==> src/rtl/assert_macros.svh <==
// Assertion helpers shared by the RTL files.
// Both macros expect clk and rst_n in scope.
`ifndef ASSERT_MACROS_SVH
`define ASSERT_MACROS_SVH

// Same-cycle implication.
`define HSFD_ASSERT_IMPL(label, ante, cons) \
  label: assert property (@(posedge clk) disable iff (!rst_n) (ante) |-> (cons)) \
    else $error("assertion failed");

// Next-cycle implication.
`define HSFD_ASSERT_NEXT(label, ante, cons) \
  label: assert property (@(posedge clk) disable iff (!rst_n) (ante) |=> (cons)) \
    else $error("assertion failed");

`endif

==> src/rtl/hsfd_pkg.sv <==
package hsfd_pkg;

  localparam logic [7:0] CRC_INIT = 8'hFF;
  localparam logic [7:0] CRC_POLY = 8'h31;

  localparam logic [2:0] POS_T_MSB = 3'd0;
  localparam logic [2:0] POS_T_LSB = 3'd1;
  localparam logic [2:0] POS_T_CRC = 3'd2;
  localparam logic [2:0] POS_H_MSB = 3'd3;
  localparam logic [2:0] POS_H_LSB = 3'd4;
  localparam logic [2:0] POS_H_CRC = 3'd5;

  typedef logic [1:0] status_t;
  localparam status_t STATUS_OK       = 2'd0;
  localparam status_t STATUS_TEMP_CRC = 2'd1;
  localparam status_t STATUS_HUM_CRC  = 2'd2;

  localparam logic [14:0] TEMP_SCALE  = 15'd17500;
  localparam logic [13:0] HUM_SCALE   = 14'd10000;
  localparam logic [14:0] TEMP_OFFSET = 15'd4500;
  localparam logic [15:0] FULL_SCALE  = 16'hFFFF;

  localparam logic signed [14:0] TEMP_MIN = -15'sd4500;
  localparam logic signed [14:0] TEMP_MAX = 15'sd13000;
  localparam logic [13:0]        HUM_MAX  = 14'd10000;

  typedef struct packed {
    status_t     status;
    logic [15:0] raw_t;
    logic [15:0] raw_h;
  } frame_rec_t;

  typedef struct packed {
    logic full;
    logic empty;
  } q_stat_t;

  function automatic logic [7:0] crc8_update(input logic [7:0] crc, input logic [7:0] b);
    logic [7:0] c;
    c = crc ^ b;
    for (int i = 0; i < 8; i++) begin
      if (c[7]) begin
        c = {c[6:0], 1'b0} ^ CRC_POLY;
      end else begin
        c = {c[6:0], 1'b0};
      end
    end
    return c;
  endfunction

  // x = 65536*q + r = 65535*q + (q + r), and q + r stays below twice 65535,
  // so a single compare corrects the shifted quotient.
  function automatic logic [14:0] div_full_scale(input logic [30:0] x);
    logic [14:0] q;
    logic [16:0] s;
    q = x[30:16];
    s = {2'b00, q} + {1'b0, x[15:0]};
    return q + 15'(s >= {1'b0, FULL_SCALE});
  endfunction

endpackage

==> src/rtl/hsfd_if.sv <==
interface hsfd_in_if;
  import hsfd_pkg::*;
  logic       valid;
  logic       ready;
  logic [7:0] data_byte;
  logic       frame_start;

  modport source(output valid, output data_byte, output frame_start, input ready);
  modport sink(input valid, input data_byte, input frame_start, output ready);
endinterface

interface hsfd_out_if;
  import hsfd_pkg::*;
  logic               valid;
  logic               ready;
  status_t            status;
  logic signed [14:0] temperature_centi;
  logic [13:0]        humidity_centi;
  logic [15:0]        raw_temperature;
  logic [15:0]        raw_humidity;

  modport source(output valid, output status, output temperature_centi,
                 output humidity_centi, output raw_temperature, output raw_humidity,
                 input ready);
  modport sink(input valid, input status, input temperature_centi,
               input humidity_centi, input raw_temperature, input raw_humidity,
               output ready);
endinterface

==> src/rtl/humidity_sensor_frame_decoder_core.sv <==
// Sensor read-frame decoder with CRC-8 checks and unit conversion.
// The in_ch channel takes one frame byte per word, in bus order: temperature
// MSB, LSB, CRC, then humidity MSB, LSB, CRC. A word with frame_start set is
// taken as the first byte of a new frame and drops any partial frame.
// The out_ch channel gives one word per complete frame: the status, the
// converted temperature and humidity in hundredths, and both raw words.
// Bytes are taken one per cycle while the queue is not full; the CRC update
// is done in the cycle the byte arrives. The result reaches out_ch through
// the two-entry frame queue and the multiplier stage, followed by the
// output register that holds the quotient.
// The back end takes one result per cycle while out_ch.ready is high, so
// it limits the frame rate only when the receiver stalls.
// When the receiver stalls, finished frames fill the output register, the
// multiplier stage and the queue; input bytes keep being accepted until the
// queue is full, and in_ch.ready stays low only while it is.
// Synchronous reset initialises the byte position, the running CRC, the error
// flag, the queue and all valid flags, so no word is offered after reset.
`include "assert_macros.svh"

module humidity_sensor_frame_decoder_core (
  input  logic       clk,
  input  logic       rst_n,
  hsfd_in_if.sink    in_ch,
  hsfd_out_if.source out_ch
);
  import hsfd_pkg::*;

  logic       push;
  logic       pop;
  frame_rec_t push_rec;
  frame_rec_t head;
  q_stat_t    q_stat;

  hsfd_front u_front (
    .clk      (clk),
    .rst_n    (rst_n),
    .in_ch    (in_ch),
    .q_stat   (q_stat),
    .push     (push),
    .push_rec (push_rec)
  );

  hsfd_queue u_queue (
    .clk      (clk),
    .rst_n    (rst_n),
    .push     (push),
    .push_rec (push_rec),
    .pop      (pop),
    .head     (head),
    .q_stat   (q_stat)
  );

  hsfd_back u_back (
    .clk    (clk),
    .rst_n  (rst_n),
    .head   (head),
    .q_stat (q_stat),
    .pop    (pop),
    .out_ch (out_ch)
  );

  `HSFD_ASSERT_IMPL(a_queue_stat, 1'b1, !(q_stat.full && q_stat.empty))
  `HSFD_ASSERT_NEXT(a_push_fills, push, !q_stat.empty)
  `HSFD_ASSERT_IMPL(a_temp_range, out_ch.valid,
                    (out_ch.temperature_centi >= TEMP_MIN) && (out_ch.temperature_centi <= TEMP_MAX))
  `HSFD_ASSERT_IMPL(a_hum_range, out_ch.valid, out_ch.humidity_centi <= HUM_MAX)

endmodule

==> src/rtl/hsfd_front.sv <==
module hsfd_front (
  input  logic                 clk,
  input  logic                 rst_n,
  hsfd_in_if.sink              in_ch,
  input  hsfd_pkg::q_stat_t    q_stat,
  output logic                 push,
  output hsfd_pkg::frame_rec_t push_rec
);
  import hsfd_pkg::*;

  logic [2:0]  pos_r, pos_nxt;
  logic [7:0]  crc_r, crc_nxt;
  logic        t_bad_r, t_bad_nxt;
  logic [15:0] t_word_r, t_word_nxt;
  logic [15:0] h_word_r, h_word_nxt;

  logic       accept;
  logic [2:0] pos;
  logic [7:0] b;
  logic [7:0] crc_in;
  logic [7:0] crc_upd;

  assign in_ch.ready = !q_stat.full;
  assign accept      = in_ch.valid && in_ch.ready;
  assign b           = in_ch.data_byte;
  assign pos         = (in_ch.frame_start || pos_r > POS_H_CRC) ? POS_T_MSB : pos_r;
  assign crc_in      = (pos == POS_T_MSB) ? CRC_INIT : crc_r;
  assign crc_upd     = crc8_update(crc_in, b);

  always_comb begin
    pos_nxt    = pos_r;
    crc_nxt    = crc_r;
    t_bad_nxt  = t_bad_r;
    t_word_nxt = t_word_r;
    h_word_nxt = h_word_r;
    push       = 1'b0;
    if (accept) begin
      unique case (pos)
        POS_T_MSB: begin
          crc_nxt    = crc_upd;
          t_word_nxt = {b, t_word_r[7:0]};
          pos_nxt    = POS_T_LSB;
        end
        POS_T_LSB: begin
          crc_nxt    = crc_upd;
          t_word_nxt = {t_word_r[15:8], b};
          pos_nxt    = POS_T_CRC;
        end
        POS_T_CRC: begin
          t_bad_nxt = (crc_r != b);
          crc_nxt   = CRC_INIT;
          pos_nxt   = POS_H_MSB;
        end
        POS_H_MSB: begin
          crc_nxt    = crc_upd;
          h_word_nxt = {b, h_word_r[7:0]};
          pos_nxt    = POS_H_LSB;
        end
        POS_H_LSB: begin
          crc_nxt    = crc_upd;
          h_word_nxt = {h_word_r[15:8], b};
          pos_nxt    = POS_H_CRC;
        end
        POS_H_CRC: begin
          push      = 1'b1;
          crc_nxt   = CRC_INIT;
          t_bad_nxt = 1'b0;
          pos_nxt   = POS_T_MSB;
        end
        default: begin
          pos_nxt = POS_T_MSB;
        end
      endcase
    end
  end

  always_comb begin
    priority if (t_bad_r) begin
      push_rec.status = STATUS_TEMP_CRC;
    end else if (crc_r != b) begin
      push_rec.status = STATUS_HUM_CRC;
    end else begin
      push_rec.status = STATUS_OK;
    end
    push_rec.raw_t = t_word_r;
    push_rec.raw_h = h_word_r;
  end

  always_ff @(posedge clk) begin
    if (!rst_n) begin
      pos_r   <= POS_T_MSB;
      crc_r   <= CRC_INIT;
      t_bad_r <= 1'b0;
    end else begin
      pos_r   <= pos_nxt;
      crc_r   <= crc_nxt;
      t_bad_r <= t_bad_nxt;
    end
  end

  always_ff @(posedge clk) begin
    t_word_r <= t_word_nxt;
    h_word_r <= h_word_nxt;
  end

endmodule

==> src/rtl/hsfd_queue.sv <==
module hsfd_queue (
  input  logic                 clk,
  input  logic                 rst_n,
  input  logic                 push,
  input  hsfd_pkg::frame_rec_t push_rec,
  input  logic                 pop,
  output hsfd_pkg::frame_rec_t head,
  output hsfd_pkg::q_stat_t    q_stat
);
  import hsfd_pkg::*;

  frame_rec_t  entry_r [2];
  logic        wr_ptr_r, wr_ptr_nxt;
  logic        rd_ptr_r, rd_ptr_nxt;
  logic [1:0]  count_r, count_nxt;
  logic        do_push;
  logic        do_pop;

  assign q_stat.full  = (count_r == 2'd2);
  assign q_stat.empty = (count_r == 2'd0);
  assign do_push      = push && !q_stat.full;
  assign do_pop       = pop && !q_stat.empty;
  assign head         = entry_r[rd_ptr_r];

  always_comb begin
    wr_ptr_nxt = wr_ptr_r ^ do_push;
    rd_ptr_nxt = rd_ptr_r ^ do_pop;
    count_nxt  = count_r + 2'(do_push) - 2'(do_pop);
  end

  always_ff @(posedge clk) begin
    if (!rst_n) begin
      wr_ptr_r <= 1'b0;
      rd_ptr_r <= 1'b0;
      count_r  <= 2'd0;
    end else begin
      wr_ptr_r <= wr_ptr_nxt;
      rd_ptr_r <= rd_ptr_nxt;
      count_r  <= count_nxt;
    end
  end

  always_ff @(posedge clk) begin
    if (do_push) begin
      entry_r[wr_ptr_r] <= push_rec;
    end
  end

endmodule

==> src/rtl/hsfd_back.sv <==
module hsfd_back (
  input  logic                 clk,
  input  logic                 rst_n,
  input  hsfd_pkg::frame_rec_t head,
  input  hsfd_pkg::q_stat_t    q_stat,
  output logic                 pop,
  hsfd_out_if.source           out_ch
);
  import hsfd_pkg::*;

  logic        s1_valid_r, s1_valid_nxt;
  status_t     s1_status_r;
  logic [15:0] s1_raw_t_r;
  logic [15:0] s1_raw_h_r;
  logic [30:0] s1_prod_t_r;
  logic [29:0] s1_prod_h_r;

  logic               out_valid_r, out_valid_nxt;
  status_t            out_status_r;
  logic signed [14:0] out_temp_r;
  logic [13:0]        out_hum_r;
  logic [15:0]        out_raw_t_r;
  logic [15:0]        out_raw_h_r;

  logic        out_adv;
  logic        s1_adv;
  logic [14:0] t_div;
  logic [14:0] h_div;

  assign out_adv = !out_valid_r || out_ch.ready;
  assign s1_adv  = !s1_valid_r || out_adv;
  assign pop     = s1_adv && !q_stat.empty;

  assign t_div = div_full_scale(s1_prod_t_r);
  assign h_div = div_full_scale({1'b0, s1_prod_h_r});

  always_comb begin
    s1_valid_nxt  = s1_adv ? !q_stat.empty : s1_valid_r;
    out_valid_nxt = out_adv ? s1_valid_r : out_valid_r;
  end

  always_ff @(posedge clk) begin
    if (!rst_n) begin
      s1_valid_r  <= 1'b0;
      out_valid_r <= 1'b0;
    end else begin
      s1_valid_r  <= s1_valid_nxt;
      out_valid_r <= out_valid_nxt;
    end
  end

  always_ff @(posedge clk) begin
    if (pop) begin
      s1_status_r <= head.status;
      s1_raw_t_r  <= head.raw_t;
      s1_raw_h_r  <= head.raw_h;
      s1_prod_t_r <= {15'd0, head.raw_t} * {16'd0, TEMP_SCALE};
      s1_prod_h_r <= {14'd0, head.raw_h} * {16'd0, HUM_SCALE};
    end
    if (out_adv && s1_valid_r) begin
      out_status_r <= s1_status_r;
      out_temp_r   <= signed'(15'(t_div - TEMP_OFFSET));
      out_hum_r    <= h_div[13:0];
      out_raw_t_r  <= s1_raw_t_r;
      out_raw_h_r  <= s1_raw_h_r;
    end
  end

  assign out_ch.valid             = out_valid_r;
  assign out_ch.status            = out_status_r;
  assign out_ch.temperature_centi = out_temp_r;
  assign out_ch.humidity_centi    = out_hum_r;
  assign out_ch.raw_temperature   = out_raw_t_r;
  assign out_ch.raw_humidity      = out_raw_h_r;

endmodule
==> src/flat_wrapper.sv <==
// flat-port wrapper written by rule: the top's interface ports become plain ports
module humidity_sensor_frame_decoder_core_flat import hsfd_pkg::*;
  (clk, rst_n, in_ch_valid, in_ch_data_byte, in_ch_frame_start, in_ch_ready, out_ch_valid, out_ch_status, out_ch_temperature_centi, out_ch_humidity_centi, out_ch_raw_temperature, out_ch_raw_humidity, out_ch_ready);
  hsfd_in_if in_ch_i ();
  hsfd_out_if out_ch_i ();
  input  logic clk;
  input  logic rst_n;
  input wire logic [$bits(in_ch_i.valid)-1:0] in_ch_valid;
  input wire logic [$bits(in_ch_i.data_byte)-1:0] in_ch_data_byte;
  input wire logic [$bits(in_ch_i.frame_start)-1:0] in_ch_frame_start;
  output wire logic [$bits(in_ch_i.ready)-1:0] in_ch_ready;
  output wire logic [$bits(out_ch_i.valid)-1:0] out_ch_valid;
  output wire logic [$bits(out_ch_i.status)-1:0] out_ch_status;
  output wire logic [$bits(out_ch_i.temperature_centi)-1:0] out_ch_temperature_centi;
  output wire logic [$bits(out_ch_i.humidity_centi)-1:0] out_ch_humidity_centi;
  output wire logic [$bits(out_ch_i.raw_temperature)-1:0] out_ch_raw_temperature;
  output wire logic [$bits(out_ch_i.raw_humidity)-1:0] out_ch_raw_humidity;
  input wire logic [$bits(out_ch_i.ready)-1:0] out_ch_ready;
  assign in_ch_i.valid = in_ch_valid;
  assign in_ch_i.data_byte = in_ch_data_byte;
  assign in_ch_i.frame_start = in_ch_frame_start;
  assign in_ch_ready = in_ch_i.ready;
  assign out_ch_valid = out_ch_i.valid;
  assign out_ch_status = out_ch_i.status;
  assign out_ch_temperature_centi = out_ch_i.temperature_centi;
  assign out_ch_humidity_centi = out_ch_i.humidity_centi;
  assign out_ch_raw_temperature = out_ch_i.raw_temperature;
  assign out_ch_raw_humidity = out_ch_i.raw_humidity;
  assign out_ch_i.ready = out_ch_ready;
  humidity_sensor_frame_decoder_core u_core (.clk(clk), .rst_n(rst_n), .in_ch(in_ch_i), .out_ch(out_ch_i));
endmodule
==> config.mk <==
export PLATFORM = sky130hd
export DESIGN_NAME = humidity_sensor_frame_decoder_core_flat
export DESIGN_NICKNAME = d
export VERILOG_FILES = /design/src/rtl/hsfd_pkg.sv /design/src/rtl/hsfd_if.sv /design/src/rtl/humidity_sensor_frame_decoder_core.sv /design/src/rtl/hsfd_front.sv /design/src/rtl/hsfd_queue.sv /design/src/rtl/hsfd_back.sv /design/src/flat_wrapper.sv
export VERILOG_INCLUDE_DIRS = /design/src /design/src/rtl
export SDC_FILE = /design/constraint.sdc
export NUM_CORES = 1
export LEC_CHECK = 0
export ABC_AREA = 0
export BUFFER_PORTS_ARGS = -buffer_cell sky130_fd_sc_hd__buf_4
export CORE_UTILIZATION = 37
export CTS_CLUSTER_SIZE = 28
export DETAILED_ROUTE_END_ITERATION = 12
export GPL_TIMING_DRIVEN = 1
export PLACE_DENSITY_LB_ADDON = 0.25
export SLEW_MARGIN = 5
export SYNTH_ARGS = -nofsm -noshare
export SYNTH_HDL_FRONTEND = slang
export SYNTH_SLANG_ARGS = --single-unit
==> constraint.sdc <==
create_clock -name clk -period 8.1 [get_ports clk]
set_input_delay 1.62 -clock clk [delete_from_list [all_inputs] [get_ports clk]]
set_output_delay 1.62 -clock clk [all_outputs]
set_load 0.02 [all_outputs]
==> results.tsv <==
stage	metric	value	unit
floorplan	Initial Util	37.52	%
cts	Num CTS Buffers	31	
layout	layout cell share with drive strength beyond 1	11.26	%
logic_synthesis	post-synth top area share	44.71	%
cts	maximum clock path buffer count	3	
cts	Num Clock Sinks	266	
layout	Area Overhead vs Synth	14.04	%
logic_synthesis	Ys Warns	0	
route	drc violations	0	
route	Pre-antenna DRT Iters	6	
logic_synthesis	Synth async-reset ratio	0	%
logic_synthesis	register bit total from synthesis	266	
logic_synthesis	post-synthesis mux area share	2.263	%
cts	Reg clk slew, reported paths	0.06	ns
logic_synthesis	syn_area_per_cell	12.35	um^2
route	Post-Route WL	32.12	mm
critical_path	Req. time, crit path	8.41	ns
layout	multi-input logic area	7899	um^2
floorplan	Die ar.	45690	um^2
floorplan	Rows	77	
cts	hold_buf cts	0	
critical_path	r2r worst-path depth	19	
global_route	Tot GR Track Use	14.42	%
layout	Final Cell Area	18920	um^2
global_route	first-pass GRT wire length	51.16	mm
layout	most frequent cells in the layout	247 x edfxtp_1, 225 x inv_1, 199 x ha_1	
placement	Final HPWL DP	24.03	mm
route	First DRT Iteration DRCs	373	
route	Vias	9628	
outcome	status	finished, final reports clean	
cts	htree depth	1	
logic_synthesis	Unique masters post-synth	64	
logic_synthesis	Synth Instances	1343	
global_route	largest net degree at the start of global routing	64	
layout	nets	1738	
critical_path	reg-to-reg setup timing slack	2.13	ns
sta	Slew HR	39.58	%
floorplan	core area	44220	um^2
critical_path	critical path class	register to register	
floorplan	Die X	213.7	um
cts	CTS resizes	0	
global_route	number of global-route vias before repair	9740	
sta	Final Critical Period	5.970	ns
cts	worst-skew pair later-pin latency	0.57	ns
sta	Slew @ Worst Pin	0.9063	ns
route	WL per Instance	15.62	um
placement	DP Area	17900	um^2
flow_run	Max-cap violations	0	
sta	Hold Fails Final Rpt	0	
global_route	initial antenna violation count	0	
sta	fin crit share	73.71	%
logic_synthesis	synthesized cell area	16590	um^2
logic_synthesis	Post-synth top flop	edfxtp_1	
logic_synthesis	Synth Area in Compound Gates	6.856	%
placement	gpl congestion	0.8342	
sta	Final Skew	0.01657	ns
hold_path	WHS Path Cells	0	
logic_synthesis	Adder-Cell Fraction of Synth Area	24.90	%
sta	Final Setup Violations	0	
logic_synthesis	Seq/Total Area, Yosys	47.00	%
critical_path	CP endpoint kind	register	
logic_synthesis	xor/xnor share of the synthesized area	5.687	%
logic_synthesis	number of flops mapped to enable cells by yosys	247	
layout	most common cell after layout, fill and taps aside	edfxtp_1	
critical_path	Critical Path Source Type	register	
layout	# diodes	0	
critical_path	crit path max fanout	19	
hold_path	worst min-delay path category	register to register	
sta	fin. max-slew vios	0	
layout	filler instances	4121	
sta	unrepaired setup endpoints after global routing	no	
sta	Final Hold Slack	0.4170	ns
sta	Fmax	167.5	MHz
route	Via density	4.681	
logic_synthesis	area leader, netlist	edfxtp_1	
sta	setup_tns	0	ns
route	post-route ant nets	0	
placement	Port Buffers	77	
cts	CTS tree	yes	
global_route	GRT overflow	0	
sta	final worst setup slack	2.130	ns
logic_synthesis	Simple-Gate Fraction of Synth Area	7.700	%
logic_synthesis	net count after synthesis	1637	
floorplan	io pins	78	
cts	clk root buf	clkbuf_16	
floorplan	Die Ht	213.7	um
cts	# Post-CTS Setup Buffers	0	
logic_synthesis	largest family of logic cells by synthesized area	adder cells	
layout	Register Area	7799	um^2
placement	pre-CTS setup slack	2.104	ns
critical_path	CP arrival	6.28	ns
logic_synthesis	synth top area cells	edfxtp_1 45%, ha_1 15%, fa_1 9.9%, inv_1 5.1%, xnor2_1 4.2%	
-- state kept, by name (all words and copies together), names as in the netlist, 14 cells and up, named ones only --
name	flops
u_core.u_back.out_ch.humidity_centi	14
u_core.u_back.out_ch.raw_humidity	16
u_core.u_back.out_ch.raw_temperature	16
u_core.u_back.out_ch.temperature_centi	15
u_core.u_back.s1_prod_h_r	22
u_core.u_back.s1_prod_t_r	28
u_core.u_back.s1_raw_h_r	16
u_core.u_back.s1_raw_t_r	16
u_core.u_front.h_word_r	16
u_core.u_front.t_word_r	16
u_core.u_queue.entry_r	68
-- layer usage --
layer	wire, um	track usage, %	part of all wire, %
met5	0	0	0
met4	666	4.384	2.1
met3	1028	2.109	3.2
met1	15930	20.20	50
met2	14500	23.10	45
-- metrics by stage --
stage               utilization (%)  std cells
floorplan                         -       1343
global placement              40.49       2003
detailed placement            40.49       2003
CTS                           42.76       2057
global route                  42.78       2057
finish                        42.78       2057
-- final cells by class --
| cell class | instances | share of cell area, % |
|---|---|---|
| clock inverters | 19 | 1.131 |
| clock buffers | 35 | 4.180 |
| multi-input cells | 836 | 41.75 |
| well taps | 592 | 3.915 |
| flip-flops and latches | 266 | 41.22 |
| repair buffers | 84 | 3.333 |
| inverters | 225 | 4.464 |
-- worst max-delay path, cell delays in order (launching register included) --
cell	delay, ns
dfxtp_2	0.65
buf_4	0.37
mux2i_1	0.52
fa_1	0.48
inv_1	0.06
ha_1	0.23
fa_1	0.49
ha_1	0.29
inv_1	0.06
fa_1	0.51
inv_1	0.05
ha_1	0.36
a21o_1	0.20
a21o_1	0.20
nand2b_1	0.15
o21ai_1	0.26
o21ai_1	0.16
o211ai_1	0.25
nor3b_1	0.08
a2111o_1	0.35
-- cell usage after synthesis (all sizes together) (19+ instances only) --
library cell  count
inv             225
ha              199
xor2             24
and2             25
a21oi            52
nand3            21
xnor2            82
nand2            43
nor2b            29
o21ai            28
dfxtp            19
mux2i            24
edfxtp          247
nor2             57
fa               82
-- logic make-up (layout without fill, tap and decap cells) --
kind of cell,after synthesis,in the layout
buffers and inverters,241,363
flip-flops,266,266
adder cells (fa/ha/maj),281,281
AO/OA/AOI/OAI,167,167
multiplexers,36,36
XOR/XNOR,106,106
AND/OR/NAND/NOR,246,246
-- final timing paths --
check,startpoint,end
max,register,u_core.u_back.s1_prod_h_r[29]$_DFFE_PP_
min,u_core.u_back.s1_raw_t_r[4]$_DFFE_PP_,u_core.u_back.out_ch.raw_temperature[4]$_DFFE_PP_
max reg2reg,register,u_core.u_back.s1_prod_h_r[29]$_DFFE_PP_
min reg2reg,u_core.u_back.s1_raw_t_r[4]$_DFFE_PP_,u_core.u_back.out_ch.raw_temperature[4]$_DFFE_PP_
Power is left out: the tool's default activity adds up to more than one toggle a clock period on the data nets, which glitch-free logic cannot reach.
